**src/hdl/srp_pkg.sv**
```systemverilog
// shared types and constants for the status report parser
package srp_pkg;

  localparam int unsigned MAX_PATTERN_BITS_DEF = 1024;

  typedef enum logic [2:0] {
    PH_IDLE,
    PH_ACK,
    PH_LEN,
    PH_PAT,
    PH_CNT,
    PH_TXID,
    PH_TXLQ
  } phase_t;

  localparam logic [2:0] KIND_NODE_ID  = 3'd0;
  localparam logic [2:0] KIND_ACK_NUM  = 3'd1;
  localparam logic [2:0] KIND_PAT_LEN  = 3'd2;
  localparam logic [2:0] KIND_ACK_BIT  = 3'd3;
  localparam logic [2:0] KIND_TX_COUNT = 3'd4;
  localparam logic [2:0] KIND_TX_ENTRY = 3'd5;
  localparam logic [2:0] KIND_LEN_ERR  = 3'd6;

  typedef struct packed {
    logic [7:0] report_byte;
    logic       packet_start;
  } in_t;

  typedef struct packed {
    logic [2:0]  record_kind;
    logic [31:0] field_value;
    logic [9:0]  bit_index;
    logic [7:0]  tx_id;
    logic [7:0]  link_quality;
    logic        run_last;
    logic        packet_done;
  } out_t;

  // first result of one byte plus the pattern bits that follow it
  typedef struct packed {
    logic       has_rec;
    out_t       rec;
    logic [2:0] extra;
    logic [6:0] pat_rest;
  } job_t;

endpackage

```
**src/hdl/srp_decode.sv**
```systemverilog
// parse state machine: advances per byte and builds the first result
module srp_decode import srp_pkg::*; #(
  parameter int unsigned MAX_PATTERN_BITS = MAX_PATTERN_BITS_DEF
) (
  input  logic clk,
  input  logic rst_n,
  input  logic fire,
  input  in_t  byte_in,
  output job_t job
);

  localparam int unsigned REM_W = $clog2(MAX_PATTERN_BITS + 1);

  phase_t           phase_r, phase_nxt, cur_phase;
  logic [1:0]       bif_r, bif_nxt;
  logic [31:0]      fa_r, fa_nxt;
  logic [REM_W-1:0] rem_r, rem_nxt;
  logic [9:0]       nbi_r, nbi_nxt;
  logic [7:0]       ent_r, ent_nxt;
  logic [7:0]       held_r, held_nxt;

  logic [7:0]  b;
  logic [31:0] asm_val;
  logic        asm_done;
  logic        len_err;
  logic [3:0]  take;
  logic [7:0]  ent_dec;

  assign b         = byte_in.report_byte;
  assign cur_phase = byte_in.packet_start ? PH_IDLE : phase_r;
  assign asm_val   = ((bif_r == 2'd0) ? 32'd0 : fa_r) | (32'(b) << {bif_r, 3'b000});
  assign asm_done  = (bif_r == 2'd3);
  assign len_err   = asm_val > 32'(MAX_PATTERN_BITS);
  assign take      = (rem_r < REM_W'(8)) ? 4'(rem_r) : 4'd8;
  assign ent_dec   = ent_r - 8'd1;

  // next phase
  always_comb begin
    phase_nxt = phase_r;
    if (fire) begin
      case (cur_phase)
        PH_IDLE: phase_nxt = PH_ACK;
        PH_ACK:  if (asm_done) phase_nxt = PH_LEN;
        PH_LEN: begin
          if (asm_done) begin
            if (len_err) phase_nxt = PH_IDLE;
            else if (asm_val == 32'd0) phase_nxt = PH_CNT;
            else phase_nxt = PH_PAT;
          end
        end
        PH_PAT:  if (rem_r == REM_W'(take)) phase_nxt = PH_CNT;
        PH_CNT:  phase_nxt = (b == 8'd0) ? PH_IDLE : PH_TXID;
        PH_TXID: phase_nxt = PH_TXLQ;
        PH_TXLQ: phase_nxt = (ent_dec == 8'd0) ? PH_IDLE : PH_TXID;
        default: phase_nxt = PH_IDLE;
      endcase
    end
  end

  // datapath and result
  always_comb begin
    bif_nxt  = bif_r;
    fa_nxt   = fa_r;
    rem_nxt  = rem_r;
    nbi_nxt  = nbi_r;
    ent_nxt  = ent_r;
    held_nxt = held_r;
    job      = '0;
    job.rec.run_last = 1'b1;
    if (fire) begin
      case (cur_phase)
        PH_IDLE: begin
          bif_nxt = 2'd0;
          job.has_rec = 1'b1;
          job.rec.record_kind = KIND_NODE_ID;
          job.rec.field_value = 32'(b);
        end
        PH_ACK: begin
          bif_nxt = bif_r + 2'd1;
          fa_nxt  = asm_val;
          if (asm_done) begin
            job.has_rec = 1'b1;
            job.rec.record_kind = KIND_ACK_NUM;
            job.rec.field_value = asm_val;
          end
        end
        PH_LEN: begin
          bif_nxt = bif_r + 2'd1;
          fa_nxt  = asm_val;
          if (asm_done) begin
            job.has_rec = 1'b1;
            job.rec.field_value = asm_val;
            if (len_err) begin
              job.rec.record_kind = KIND_LEN_ERR;
            end else begin
              job.rec.record_kind = KIND_PAT_LEN;
              rem_nxt = REM_W'(asm_val);
              nbi_nxt = 10'd0;
            end
          end
        end
        PH_PAT: begin
          rem_nxt = rem_r - REM_W'(take);
          nbi_nxt = nbi_r + 10'(take);
          job.has_rec = 1'b1;
          job.rec.record_kind = KIND_ACK_BIT;
          job.rec.field_value = 32'(b[7]);
          job.rec.bit_index   = nbi_r;
          job.rec.run_last    = (take == 4'd1);
          job.extra           = 3'(take - 4'd1);
          job.pat_rest        = b[6:0];
        end
        PH_CNT: begin
          ent_nxt = b;
          job.has_rec = 1'b1;
          job.rec.record_kind = KIND_TX_COUNT;
          job.rec.field_value = 32'(b);
          job.rec.packet_done = (b == 8'd0);
        end
        PH_TXID: begin
          held_nxt = b;
        end
        PH_TXLQ: begin
          ent_nxt = ent_dec;
          job.has_rec = 1'b1;
          job.rec.record_kind  = KIND_TX_ENTRY;
          job.rec.tx_id        = held_r;
          job.rec.link_quality = b;
          job.rec.packet_done  = (ent_dec == 8'd0);
        end
        default: begin
          job.has_rec = 1'b0;
        end
      endcase
    end
  end

  always_ff @(posedge clk) begin
    if (!rst_n) begin
      phase_r <= PH_IDLE;
      bif_r   <= 2'd0;
      fa_r    <= 32'd0;
      rem_r   <= '0;
      nbi_r   <= 10'd0;
      ent_r   <= 8'd0;
      held_r  <= 8'd0;
    end else begin
      phase_r <= phase_nxt;
      bif_r   <= bif_nxt;
      fa_r    <= fa_nxt;
      rem_r   <= rem_nxt;
      nbi_r   <= nbi_nxt;
      ent_r   <= ent_nxt;
      held_r  <= held_nxt;
    end
  end

endmodule

```
**src/hdl/status_report_parser.sv**
```systemverilog
// Status report parser: takes one packet byte per transaction on in_ and gives result records
// on out_. A byte is held in an input register and then decoded combinationally; non-pattern
// bytes give at most one record, a pattern byte gives up to eight ack bit records, one per
// cycle from the output register while out_ready is high, so a byte that gives records holds
// the output stage until its last record is taken, and a byte that gives none passes straight through.
// The input register takes the next byte while a record waits to be taken. Set packet_start
// on a byte to restart the parse with that byte as node id.
module status_report_parser import srp_pkg::*; #(
  parameter int unsigned MAX_PATTERN_BITS = MAX_PATTERN_BITS_DEF
) (
  input  logic clk,
  input  logic rst_n,
  input  logic in_valid,
  output logic in_ready,
  input  in_t  in_data,
  output logic out_valid,
  input  logic out_ready,
  output out_t out_data
);

  logic       a_valid_r, a_valid_nxt;
  in_t        a_data_r, a_data_nxt;
  logic       out_valid_r, out_valid_nxt;
  out_t       out_data_r, out_data_nxt;
  logic [2:0] extra_r, extra_nxt;
  logic [6:0] pat_r, pat_nxt;
  logic       b_free;
  logic       fire;
  logic       advance;
  job_t       job;

  assign b_free   = !out_valid_r || (out_ready && out_data_r.run_last);
  assign fire     = a_valid_r && b_free;
  assign advance  = out_valid_r && out_ready && !out_data_r.run_last;
  assign in_ready = !a_valid_r || b_free;

  srp_decode #(.MAX_PATTERN_BITS(MAX_PATTERN_BITS)) u_decode (
    .clk     (clk),
    .rst_n   (rst_n),
    .fire    (fire),
    .byte_in (a_data_r),
    .job     (job)
  );

  // input register
  always_comb begin
    a_valid_nxt = a_valid_r;
    a_data_nxt  = a_data_r;
    if (in_valid && in_ready) begin
      a_valid_nxt = 1'b1;
      a_data_nxt  = in_data;
    end else if (fire) begin
      a_valid_nxt = 1'b0;
    end
  end

  // result register and pattern bit emitter
  always_comb begin
    out_valid_nxt = out_valid_r;
    out_data_nxt  = out_data_r;
    extra_nxt     = extra_r;
    pat_nxt       = pat_r;
    if (fire) begin
      out_valid_nxt = job.has_rec;
      if (job.has_rec) begin
        out_data_nxt = job.rec;
        extra_nxt    = job.extra;
        pat_nxt      = job.pat_rest;
      end
    end else if (advance) begin
      out_data_nxt.field_value = 32'(pat_r[6]);
      out_data_nxt.bit_index   = out_data_r.bit_index + 10'd1;
      out_data_nxt.run_last    = (extra_r == 3'd1);
      extra_nxt                = extra_r - 3'd1;
      pat_nxt                  = {pat_r[5:0], 1'b0};
    end else if (out_valid_r && out_ready) begin
      out_valid_nxt = 1'b0;
    end
  end

  always_ff @(posedge clk) begin
    if (!rst_n) begin
      a_valid_r   <= 1'b0;
      out_valid_r <= 1'b0;
    end else begin
      a_valid_r   <= a_valid_nxt;
      out_valid_r <= out_valid_nxt;
    end
  end

  always_ff @(posedge clk) begin
    a_data_r   <= a_data_nxt;
    out_data_r <= out_data_nxt;
    extra_r    <= extra_nxt;
    pat_r      <= pat_nxt;
  end

  assign out_valid = out_valid_r;
  assign out_data  = out_data_r;

endmodule
```
**config.mk**
```make
export PLATFORM = sky130hd
export DESIGN_NAME = status_report_parser
export DESIGN_NICKNAME = d
export VERILOG_FILES = /design/src/hdl/srp_pkg.sv /design/src/hdl/srp_decode.sv /design/src/hdl/status_report_parser.sv
export SDC_FILE = /design/constraint.sdc
export NUM_CORES = 1
export LEC_CHECK = 0
export BUFFER_PORTS_ARGS = -buffer_cell sky130_fd_sc_hd__buf_2
export CORE_MARGIN = 3
export CORE_UTILIZATION = 45
export DETAILED_ROUTE_END_ITERATION = 7
export MAX_ROUTING_LAYER = met4
export PLACE_DENSITY = 0.72
export RECOVER_POWER = 50
export SLEW_MARGIN = 40
export SYNTH_ARGS = -nofsm -noshare
export SYNTH_HDL_FRONTEND = slang
export SYNTH_SLANG_ARGS = --single-unit
```
**constraint.sdc**
```tcl
create_clock -name clk -period 5.8 [get_ports clk]
set_clock_uncertainty 0.15 [all_clocks]
set_input_delay 0.87 -clock clk [delete_from_list [all_inputs] [get_ports clk]]
set_output_delay 0.87 -clock clk [all_outputs]
set_load 0.01 [all_outputs]
```
* Word-level counts from Yosys, hierarchy flattened
Cells that the tools add are included.
** Word-level totals
- Bits of input ports :: 13
- Register bits after elaboration :: 158
** Operators by class
- Bitwise operators :: 1
- Shift operators :: 1
- Add/subtract/negate cells :: 7
- Equal/unequal tests :: 16
- Reduce and logical (&&, ||, !) cells :: 34
- Mux-type cells :: 47
- $lt $le $gt $ge :: 2
** Operators by type and width (count)
- $pmux W32 S4 :: 1
- $mux W42 :: 2
- $mux W74 :: 1
- $mux W36 :: 2
- $mux W60 :: 1
- $mux W10 :: 4
- $mux W3 :: 12
- $gt A32 B11 Y1 const B :: 1
- $logic_not A32 Y1 :: 1
- $mux W32 :: 1
- $or A32 B32 Y32 :: 1
- $shl A8 B5 Y32 :: 1
- $mux W11 :: 2
- $pmux W11 S2 :: 1
- $mux W7 :: 3
- $pmux W3 S7 :: 1
- $pmux W10 S2 :: 1
- $logic_not A8 Y1 :: 2
- $mux W16 :: 1
- $pmux W8 S2 :: 1
- $reduce_and A2 Y1 :: 8
- $pmux W3 S5 :: 1
- $reduce_bool A2 Y1 :: 6
- $eq A11 B4 Y1 :: 1
- other kinds (27) :: 52

* Logic depth before layout (Yosys ltp)
Gate-level depths: netlist of the first run.
- Word-level depth :: 10
- Mapped depth :: 13
- Depth with buffers taken out :: 13

* Cells and area by module
From an unflattened synthesis of the first run, not the netlist that was laid out.
** Unflattened totals
- Cells, all modules :: 864
- Area, all modules :: 8220.4 um2
** Modules (own cells, without submodules)
- srp_decode :: seq. area each 1481.4 um2, cells each 658, times used 1, area each 4898.4 um2
- status_report_parser :: seq. area each 2502.4 um2, cells each 206, times used 1, area each 3321.9 um2

* Worst setup path before layout of the first run
OpenSTA, ideal clock, no wires.
- Path type :: input-to-reg
- Start :: in out_ready
- End :: reg extra_r[0] (enable)
- Setup slack :: 2.512 ns
- Stages :: 5
- Path buffers :: 1
- Data arrival time :: 2.522 ns
- Cell sequence :: a21bo_2 -> and2_1 -> clkbuf_1 -> o21ai_0 -> nand2_1
** On the way
- Longest elaborated chain between the ends :: 6
- Elaborated cells on any way between the ends :: 9
- Classes of those cells :: 1 x eq/ne; 1 x mux; 7 x reduce/logical
** RTL lines
- from (decl) :: line status_report_parser.sv:17 : input logic out_ready,
- $logic_and A1 B1 Y1 :: line status_report_parser.sv:32 : assign b_free = !out_valid_r || (out_ready && out_data_r.run_last);
- $logic_or A1 B1 Y1 :: line status_report_parser.sv:32
- $logic_and A1 B1 Y1 :: line status_report_parser.sv:33 : assign fire = a_valid_r && b_free;
- $mux W74 :: line srp_decode.sv:70 : if (fire) begin
- $ne A2 B1 Y1 (no source line)
- $reduce_and A2 Y1 (no source line) (*)
- to (signal assigned) :: line status_report_parser.sv:94 : extra_r <= extra_nxt;
- to (decl) :: line status_report_parser.sv:25 : logic [2:0] extra_r, extra_nxt;
Every way passes the cells marked *; elsewhere a longest branch is shown, timed or not.
A chain may end at the register's enable or synchronous reset.

* Final worst setup path of the first run
- Start :: reg u_decode.bif_r[0]
- End :: reg u_decode.nbi_r[8]
** On the way
- Longest elaborated chain between the ends :: 6
- Elaborated cells on any way between the ends :: 9
- Classes of those cells :: 1 x order compare; 3 x eq/ne; 1 x shift; 1 x mux; 1 x bitwise; 2 x reduce/logical
** RTL lines
- from (decl) :: line srp_decode.sv:15 : logic [1:0] bif_r, bif_nxt;
- from (signal assigned) :: line srp_decode.sv:149 : bif_r <= bif_nxt;
- branches (longest 5 deep; another with $gt A32 B11 Y1)
- $reduce_and A4 Y1 (no source line) (*)
- to (signal assigned) :: line srp_decode.sv:152 : nbi_r <= nbi_nxt;
- to (decl) :: line srp_decode.sv:18 : logic [9:0] nbi_r, nbi_nxt;
Every way passes the cells marked *.

==> results of run 1 <==
## synthesized netlist by cell type, drive strengths merged (4+ instances only)
library cell and count:
nor2 118, a21o 4, and2 19, inv 20, xnor2 9, xor2 9, nand2 48, a31oi 4
dfxtp 76, or4 5, o31ai 4, ha 14, a21boi 6, nand3 7, a22o 11, o22ai 6
a22oi 56, nor3 21, a21oi 42, nand4 4, o21ai 34, a211oi 11, and3 7, o221a 7
or3 9, o211ai 4, nor4 13, mux2i 10, buf 4, nor2b 6, edfxtp 82, clkbuf 47
## cells in the final DEF, fill, tap and decap left out, drive strengths merged, types with 10 or more instances in the layout
cell type / instances
a211oi: 11
a21oi: 42
a22o: 11
a22oi: 56
and2: 19
buf: 16
clkbuf: 87
dfxtp: 76
edfxtp: 82
ha: 14
inv: 25
mux2i: 10
nand2: 48
nor2: 118
nor3: 21
nor4: 13
o21ai: 34
## layout make-up
cell class	instances	area, um^2	area share (%)
Clock buffer	18	429	5.04
Clock inverter	14	181	2.13
Inverter	21	78.8	0.925
Multi-Input combinational cell	527	3230	37.8
Sequential cell	158	3980	46.7
Tap cell	216	270	3.17
Timing Repair Buffer	85	354	4.15
## power by group through the flow
stage / Clock [W] / Sequential [W] / Combinational [W]
after floorplan: 0 / 0.00128 / 0.000115
after global placement: 0 / 0.00129 / 0.000176
after detailed placement: 0 / 0.00129 / 0.000179
after CTS: 0.00117 / 0.00127 / 0.000180
after global routing: 0.00121 / 0.00127 / 0.000190
final: 0.00116 / 0.00127 / 0.000172
## metrics by stage
step / instance area (um^2) / utilization [%] / hold slack [ns] / setup WS (ns)
2_1_floorplan: 7470 / - / 0.303 / 2.51
3_3_place_gp: 7990 / 49.8 / 0.317 / 2.07
6_report: 8520 / 53.1 / 0.335 / 2.17
5_1_grt: 8520 / 53.1 / 0.351 / 1.87
4_1_cts: 8610 / 53.6 / 0.336 / 2.22
3_5_place_dp: 8000 / 49.8 / 0.324 / 2.23
## worst max path at each step
stage / start / to / slack [ns] / depth (start not counted)
after global placement: u_decode.bif_r[0]$_SDFFE_PN0P_ / u_decode.nbi_r[6]$_SDFFE_PN0P_ / 2.07 / 10
after detailed placement: u_decode.bif_r[0]$_SDFFE_PN0P_ / u_decode.nbi_r[8]$_SDFFE_PN0P_ / 2.23 / 10
after floorplan: out_ready / extra_r[0]$_DFFE_PP_ / 2.51 / 5
final: u_decode.bif_r[0]$_SDFFE_PN0P_ / u_decode.nbi_r[8]$_SDFFE_PN0P_ / 2.17 / 10
after global routing: rst_n / u_decode.rem_r[4]$_SDFFE_PN0P_ / 1.87 / 4
after CTS: u_decode.bif_r[0]$_SDFFE_PN0P_ / u_decode.nbi_r[8]$_SDFFE_PN0P_ / 2.22 / 10
## critical path, delay by kind of cell, from the launching register on
kind,cells,cell delay [ns]
and+or+nand+nor,2,1.12
AOI/OAI and AO/OA,4,0.86
buffers and inverters,3,0.72
DFF,1,0.43
adders and majority gates,1,0.27
## layer usage
metal  vias up  wire [um]  GRT usage [%]  part of all wire (%)
li1       2890          -              -                     -
met5         -          0              -                     0
met3        23       1560           4.73                   8.6
met1      2882       8310           29.2                    46
met2       284       8070           29.4                    44
met4         0        262           6.79                   1.4
## kinds of logic after synthesis
logic type               count (synthesis)  share of synthesized area (%)
AO/OA/AOI/OAI                          208                           19.1
adder cells (fa/ha/maj)                 15                           2.61
flip-flops                             158                           53.4
buffers and inverters                   72                           3.67
AND/OR/NAND/NOR                        275                           17.7
XOR/XNOR                                18                           2.11
multiplexers                            10                           1.34
other                                    1                         0.0502
## sequential cells by signal, summed over array words and instances, names as in the netlist, 7 cells and up
signal and count:
out_data 63, u_decode.held_r 8, u_decode.ent_r 8, u_decode.rem_r 11
u_decode.nbi_r 10, pat_r 7, u_decode.fa_r 32, a_data_r 9
==> results.md, run 1 <==
- Slew margin rel.: -93.2%
- Area Overhead vs Synth: 14.1%
- Vias in the first global route: 5,546
- R2R cell count: 10
- Cell Chain, Critical Path: inv_1, ha_1, inv_2, a22o_1, or4_1, o211ai_1, o211ai_2, buf_4, or4_1, a21boi_1
- CP max stage cell: or4_1
- DRC: 0
- Top-Level Pins: 78
- Fin crit share: 62.5%
- Hold/Removal Path Class: flop to flop
- Mapped Cells: 757
- Max VDD drop: 0.232 mV
- Core Rows: 46
- R2R setup slack: 2.17 ns
- CTS H-tree depth: 4
- Net Count, Synth: 785
- Ratio of cells with drive above 1 in the final layout: 8.14%
- Final Hold Vio Count: 0
- Setup Crit Path Kind: flop to flop
- Critical Path RT: 6.01 ns
- Clock Power Share: 44.5%
- PortBufs: 77
- Sequential power share: 48.9%
- Setup TNS: 0 ns
- Top cell type's share of synthesized area: 33.0%
- WL/cell: 17.5 um
- P_leak: 3.01 nW
- Post-synth top flop: edfxtp_1
- Pre-antenna DRT Iters: 6
- Resize count post-CTS: 0
- Clock buffer count from CTS: 17
- Reg-to-reg endpoint: u_decode.nbi_r[8]$_SDFFE_PN0P_
- CTS Sinks: 158
- Hold_buf cts: 0
- Setup violators final: 0
- TritonCTS clock tree: yes
- Switch share: 24.3%
- Max Clk Rate: 0.276 GHz
- Final std cells w/o fill: 1,039
- Initial antenna violation count: 0
- Worst Hold Depth: 2
- Total core area: 16,100 um^2
- Die Wd: 135 um
- DRT antenna net count: 0
- Yosys top cell by area: edfxtp_1
- Nets: 838
- Die height: 135 um
- Hold_sp: u_decode.ent_r[7]$_SDFFE_PN0P_
- CP Capture Type: flop
- Final min period: 3.63 ns
- CP Launch Type: flop
- Full die area: 18,200 um^2
- Int Power: 0.00197 W
- Starting Density: 46.5%
- Max-cap violation count: 1
- Synth Cell Area: 7470 um^2
- Clock Tree Root: clkbuf_16
- Detailed Route WL: 18,200 um
- First-pass GRT wire length: 29,000 um
- Fin. max-slew vios: 61
- Violated checks: capacitance limit, slew limit
- Switch Pwr: 0.000632 W
- Tot Pwr: 0.00260 W
- Logic pwr share: 6.6%
- Pwr/cell area: 305 nW/um^2
- Final GP Congestion: 0.889
- Worst skew pair latency: 0.43 ns
- Max Root-Sink Buffers: 2
- Outcome: finished with violations
- Total GRT Usage: 20.6%
- Initial DRC Count: 727
- Syn Area/Cell: 9.86 um^2
- Post-synthesis sequential area ratio: 53.4%
- Synth top area cells: edfxtp_1, dfxtp_1, nor2_1, a22oi_1, a21oi_1
- Post-CTS Setup Bufs: 0
- Yosys warns: 0
- Unrepaired setup endpoints after global routing: false
- Post-synth ARST share: 0%
- Worst-path clk slew: 0.07 ns
- Post-synth EDFFs: 82
- CP max FO: 37
- Post-synth cell types: 63
- Flops & latches, synth: 158
- Most Frequent Cell on Critical Path: or4_1
- Grt ovf: 0
- DR vias: 6,079
- Fillcell total: 1,452
- Slowest stage delay, CP: 0.59 ns
- Reg2Reg Launch Point: u_decode.bif_r[0]$_SDFFE_PN0P_
- Ant diodes: 0
- Drt via density: 5.85
- Worst-Margin Slew: 2.90 ns
- Critical path arrival: 3.84 ns
- Pin count of the biggest net entering global routing: 61
- Dpl cells: 1,007
- Dpl hpwl: 11,800 um
- WHS Endpoint: u_decode.ent_r[7]$_SDFFE_PN0P_
Note: power is estimated with default switching activity, not from simulation.
==> run 2, diff against run 1 <==
--- a/config.mk
+++ b/config.mk
@@ -5,12 +5,13 @@
 export SDC_FILE = /design/constraint.sdc
 export NUM_CORES = 1
 export LEC_CHECK = 0
+export ABC_AREA = 1
 export BUFFER_PORTS_ARGS = -buffer_cell sky130_fd_sc_hd__buf_2
 export CORE_MARGIN = 3
 export CORE_UTILIZATION = 45
 export DETAILED_ROUTE_END_ITERATION = 7
 export MAX_ROUTING_LAYER = met4
-export PLACE_DENSITY = 0.72
+export PLACE_DENSITY = 0.74
 export RECOVER_POWER = 50
 export SLEW_MARGIN = 40
 export SYNTH_ARGS = -nofsm -noshare
==> constraint.sdc (replaced) <==
create_clock -name clk -period 3.2 [get_ports clk]
set_clock_uncertainty 0.15 [all_clocks]
set_input_delay 0.48 -clock clk [delete_from_list [all_inputs] [get_ports clk]]
set_output_delay 0.48 -clock clk [all_outputs]
set_load 0.01 [all_outputs]
==> results.md, run 2 <==
- Net Count, Synth: 986
- Fin crit share: 88.7%
- Outcome: finished, final reports clean
- Pin count of the biggest net entering global routing: 46
- Slack of the critical path: 0.363 ns
- Critical Path RT: 3.21 ns
- Setup Crit Path Kind: flop to flop
- Post-CTS Setup Bufs: 0
- CP max stage cell: o21ai_0
- Total core area: 16,700 um^2
- Syn Area/Cell: 8.06 um^2
- Synth Cell Area: 7720 um^2
- Post-synth ARST share: 0%
- Top cell type's share of synthesized area: 31.9%
- Initial DRC Count: 701
- Post-synthesis sequential area ratio: 51.6%
- CP Capture Type: flop
- Post-synth cell types: 45
- CTS H-tree depth: 4
- Setup TNS: 0 ns
- Die height: 137 um
- Pre-antenna DRT Iters: 5
- DR vias: 6,684
- Clock buffer count from CTS: 17
- Mapped Cells: 958
- Final Hold Vio Count: 0
- Largest delay share family, worst path: simple AND/OR/NAND/NOR gates
- Hold/Removal Path Class: primary input to flop
- Starting Density: 46.2%
- Simple-Gate Fraction of Synth Area: 24.6%
- CTS Sinks: 158
- Worst skew pair latency: 0.43 ns
- Max Root-Sink Buffers: 2
- Detailed Route WL: 19,000 um
- Critical path arrival: 2.85 ns
- WL/cell: 15.0 um
- Most frequent cells in the layout: nand2_1, nor2_1, inv_1
- DRC: 0
- Max VDD drop: 0.395 mV
- Synth top area cells: edfxtp_1, dfxtp_1, nand2_1, nor2_1, o21ai_0
- Pwr/cell area: 529 nW/um^2
- Vias in the first global route: 6,175
- Nets: 1,063
- Area Overhead vs Synth: 14.8%
- Die Wd: 137 um
- Multiplexer share of the synthesized area: 0.130%
- Most frequent cells after synthesis: nand2_1, nor2_1, inv_1
- Post-synth EDFFs: 82
- Pre-CTS WS: 0.388 ns
- Most frequent cell after synthesis: nand2_1
- Total GRT Usage: 21.3%
- Final core occ: 53.0%
- Yosys top cell by area: edfxtp_1
- Slew margin rel.: 55.3%
- CP max FO: 24
- Yosys warns: 0
- Top-Level Pins: 78
- DRT antenna net count: 0
- TritonCTS clock tree: yes
- Worst-Margin Slew: 0.670 ns
- P_leak: 3.46 nW
- Post-Synth Adder-Cell Area: 2.53%
- Initial antenna violation count: 0
- Compound-gate portion of the synthesized area: 13.0%
- Dpl hpwl: 12,800 um
- Post-synth top flop: edfxtp_1
- Clock Tree Root: clkbuf_16
- Combinational family with the most area after synthesis: simple AND/OR/NAND/NOR gates
- Core Rows: 47
- First-pass GRT wire length: 30,500 um
- Drt via density: 5.27
- Fin. max-slew vios: 0
- Flops & latches, synth: 158
- Final std cells w/o fill: 1,268
- Commonest non-fill, non-tap cell in the layout: nand2_1
- Ant diodes: 0
- Unrepaired setup endpoints after global routing: false
- Worst Path Buf+Inv: 2
- Cell Chain, Critical Path: buf_4, ha_1, nand3_1, o21ai_2, o21ai_0, inv_1, nand2_2, nor2_1
- Ratio of cells with drive above 1 in the final layout: 7.44%
- Slowest stage delay, CP: 0.52 ns
- Dpl cells: 1,236
- XOR/XNOR Fraction of Synth Area: 1.02%
- Final GP Congestion: 0.917
- PortBufs: 77
- Max-cap violation count: 0
- CP Launch Type: flop
- Max reg flops: 63
- Final min period: 2.84 ns
- Full die area: 18,800 um^2
- Hold_buf cts: 0
- Worst-path clk slew: 0.07 ns
- Grt ovf: 0
- Setup violators final: 0
- Max Clk Rate: 0.353 GHz
[run 2: stage by stage]
| stage | hold WS (ns) | area (um^2) | power, W |
|---|---|---|---|
| after floorplan | 0.275 | 7720 | 0.00249 |
| after global placement | 0.286 | 8330 | 0.00261 |
| after detailed placement | 0.293 | 8330 | 0.00262 |
| after CTS | 0.0484 | 8950 | 0.00474 |
| after global routing | 0.0589 | 8860 | 0.00485 |
| final | 0.0716 | 8860 | 0.00468 |
[run 2: kinds of logic after synthesis]
logic type,count (synthesis)
buffers and inverters,132
other,1
XOR/XNOR,9
adder cells (fa/ha/maj),15
multiplexers,1
AO/OA/AOI/OAI,182
AND/OR/NAND/NOR,460
flip-flops,158
[run 2: cell type report]
class / count / area (um^2)
timing repair buffer: 94 / 432
sequential: 158 / 3980
multi-input combinational: 668 / 3190
inverter: 96 / 364
fill: 1576 / 7840
tap: 220 / 275
clock buffer: 21 / 462
clock inverter: 11 / 156
[run 2: report_power, final]
part | switching (W) | internal, W
logic | 0.000211 | 0.0000881
registers | 0.0000494 | 0.00222
clock network | 0.000835 | 0.00128
[run 2: worst paths after layout]
| check | startpoint | slack, ns | end | cells past startpoint |
|---|---|---|---|---|
| max reg2reg | u_decode.bif_r[1]$_SDFFE_PN0P_ | 0.36 | out_data[59]$_SDFFCE_PN0P_ | 8 |
| min reg2reg | u_decode.fa_r[3]$_SDFFE_PN0P_ | 0.31 | u_decode.fa_r[3]$_SDFFE_PN0P_ | 2 |
| max | u_decode.bif_r[1]$_SDFFE_PN0P_ | 0.36 | out_data[59]$_SDFFCE_PN0P_ | 8 |
| min | in_data[2] | 0.07 | a_data_r[2]$_DFFE_PP_ | 1 |
[run 2: layer usage]
metal | share of wire, % | wire length, um | track usage, %
met4 | 2.7 | 510 | 8.31
met2 | 45 | 8560 | 32.3
met3 | 6.8 | 1290 | 5.11
met5 | 0 | 0 | -
met1 | 45 | 8600 | 27.6
[run 2: what timing repair did]
action                                  4_1_cts  5_1_grt
endpoints found under the setup margin        0        1
endpoints found under the hold margin         0        0
gates resized for setup                       0        2
==> run 3, diff against run 2 <==
--- a/config.mk
+++ b/config.mk
@@ -9,6 +9,7 @@
 export BUFFER_PORTS_ARGS = -buffer_cell sky130_fd_sc_hd__buf_2
 export CORE_MARGIN = 3
 export CORE_UTILIZATION = 45
+export CTS_BUF_LIST = sky130_fd_sc_hd__clkbuf_8 sky130_fd_sc_hd__clkbuf_16
 export DETAILED_ROUTE_END_ITERATION = 7
 export MAX_ROUTING_LAYER = met4
 export PLACE_DENSITY = 0.74
==> results.md, run 3 (synthesis gave the netlist of run 2 again) <==
- Outcome: finished, final reports clean
- Hold/Removal Path Class: primary input to flop
- TritonCTS clock tree: yes
- Hold_buf cts: 0
- Pre-antenna DRT Iters: 5
- CP Capture Type: flop
- Max Clk Rate: 0.349 GHz
- PortBufs: 77
- Met2 wire length: 8490 um
- Initial DRC Count: 665
- Switch Pwr: 0.00110 W
- Setup Crit Path Kind: flop to flop
- Ratio of cells with drive above 1 in the final layout: 7.44%
- Setup TNS: 0 ns
- DR vias: 6,650
- P_leak: 3.47 nW
- WL/cell: 14.9 um
- Int Power: 0.00358 W
- Critical Path RT: 3.21 ns
- Met3 WL: 1140 um
- CP max FO: 24
- First-pass GRT wire length: 30,500 um
- Most frequent cells in the layout: nand2_1, nor2_1, inv_1
- Final GP Congestion: 0.917
- Max Root-Sink Buffers: 2
- Fin crit share: 89.4%
- Starting Density: 46.2%
- Vias in the first global route: 6,174
- Die Wd: 137 um
- Unrepaired setup endpoints after global routing: false
- Worst-Margin Slew: 0.656 ns
- Worst skew pair latency: 0.43 ns
- Clock Tree Root: clkbuf_16
- Drt via density: 5.24
- Critical path arrival: 2.88 ns
- Detailed Route WL: 18,900 um
- Nets: 1,063
- Clock buffer count from CTS: 17
- CTS Sinks: 158
- Commonest non-fill, non-tap cell in the layout: nand2_1
- Fillcell total: 1,576
- Switch share: 23.5%
- Full die area: 18,800 um^2
- Sequential power share: 48.5%
- Ant diodes: 0
- Final std cells w/o fill: 1,268
- Max VDD drop: 0.399 mV
- Final Hold Vio Count: 0
- Highest metal used: met4
- Total core area: 16,700 um^2
- Top-Level Pins: 78
- DRC: 0
- Setup violators final: 0
- DRT antenna net count: 0
- Tot Pwr: 0.00468 W
- Worst-path clk slew: 0.06 ns
- Fin. max-slew vios: 0
- Initial antenna violation count: 0
- Dpl hpwl: 12,800 um
- Pin count of the biggest net entering global routing: 46
- Dpl cells: 1,236
- Slew margin rel.: 56.2%
- Grt ovf: 0
- Max-cap violation count: 0
- Pwr/cell area: 528 nW/um^2
- Logic pwr share: 6.4%
- Total GRT Usage: 21.3%
- WL met1: 8790 um
- Die height: 137 um
- CTS H-tree depth: 4
- Area Overhead vs Synth: 14.8%
- CP Launch Type: flop
- Max reg flops: 63
- Final min period: 2.86 ns
- Core Rows: 47
- Clock Power Share: 45.2%
run 3: cell types whose count changed in the layout (fill, tap and decap cells not counted), sizes merged:
cell	before	now
clkbuf	90	87
inv	96	99
run 3: power by group through the flow:
| stage | clock network (W) | registers [W] | logic [W] |
|---|---|---|---|
| 6_report | 0.00211 | 0.00227 | 0.000299 |
| 4_1_cts | 0.00215 | 0.00226 | 0.000313 |
| 2_1_floorplan | 0 | 0.00232 | 0.000168 |
| 3_5_place_dp | 0 | 0.00231 | 0.000311 |
| 3_3_place_gp | 0 | 0.00231 | 0.000306 |
| 5_1_grt | 0.00224 | 0.00227 | 0.000334 |
run 3: routing by layer:
metal  GRT usage, %  vias up
met4           8.31        0
met5              -        -
met2           32.4      217
li1               -     3327
met1           27.6     3069
met3           5.11       37
run 3: final cells by class:
type	instances	area, um^2	share of cell area (%)
Clock buffer	18	450	5.08
Inverter	96	364	4.11
Clock inverter	14	168	1.89
Sequential cell	158	3980	45.0
Tap cell	220	275	3.11
Multi-Input combinational cell	668	3190	36.0
Timing Repair Buffer	94	432	4.87
run 3: worst paths after layout:
kind / start / endpoint / slack (ns) / cells after the start
worst max-delay path: u_decode.bif_r[1]$_SDFFE_PN0P_ / out_data[59]$_SDFFCE_PN0P_ / 0.34 / 8
worst min-delay path: in_data[2] / a_data_r[2]$_DFFE_PP_ / 0.07 / 1
worst max register to register: u_decode.bif_r[1]$_SDFFE_PN0P_ / out_data[59]$_SDFFCE_PN0P_ / 0.34 / 8
worst min register to register: u_decode.fa_r[3]$_SDFFE_PN0P_ / u_decode.fa_r[3]$_SDFFE_PN0P_ / 0.31 / 2
run 3: per-stage QoR:
| stage | setup slack, ns | area, um^2 | hold WS [ns] | util (%) |
|---|---|---|---|---|
| after floorplan | 0.221 | 7720 | 0.275 | - |
| after global placement | 0.456 | 8330 | 0.286 | 49.9 |
| after detailed placement | 0.388 | 8330 | 0.293 | 49.9 |
| final | 0.338 | 8860 | 0.0691 | 53.0 |
| after CTS | 0.357 | 8950 | 0.0484 | 53.6 |
| after global routing | 0.0824 | 8860 | 0.0589 | 53.0 |
run 3: critical path, stage by stage, from the launching register on:
cell	delay, ns
dfxtp_1	0.34
buf_4	0.20
ha_1	0.26
nand3_1	0.16
o21ai_2	0.14
o21ai_0	0.54
inv_1	0.27
nand2_2	0.42
nor2_1	0.10
run 3: repair_timing:
item / in CTS / in global routing
endpoints found under the hold margin: 0 / 0
buffers inserted: 0 / 0
resized for setup: 0 / 2
endpoints found under the setup margin: 0 / 1
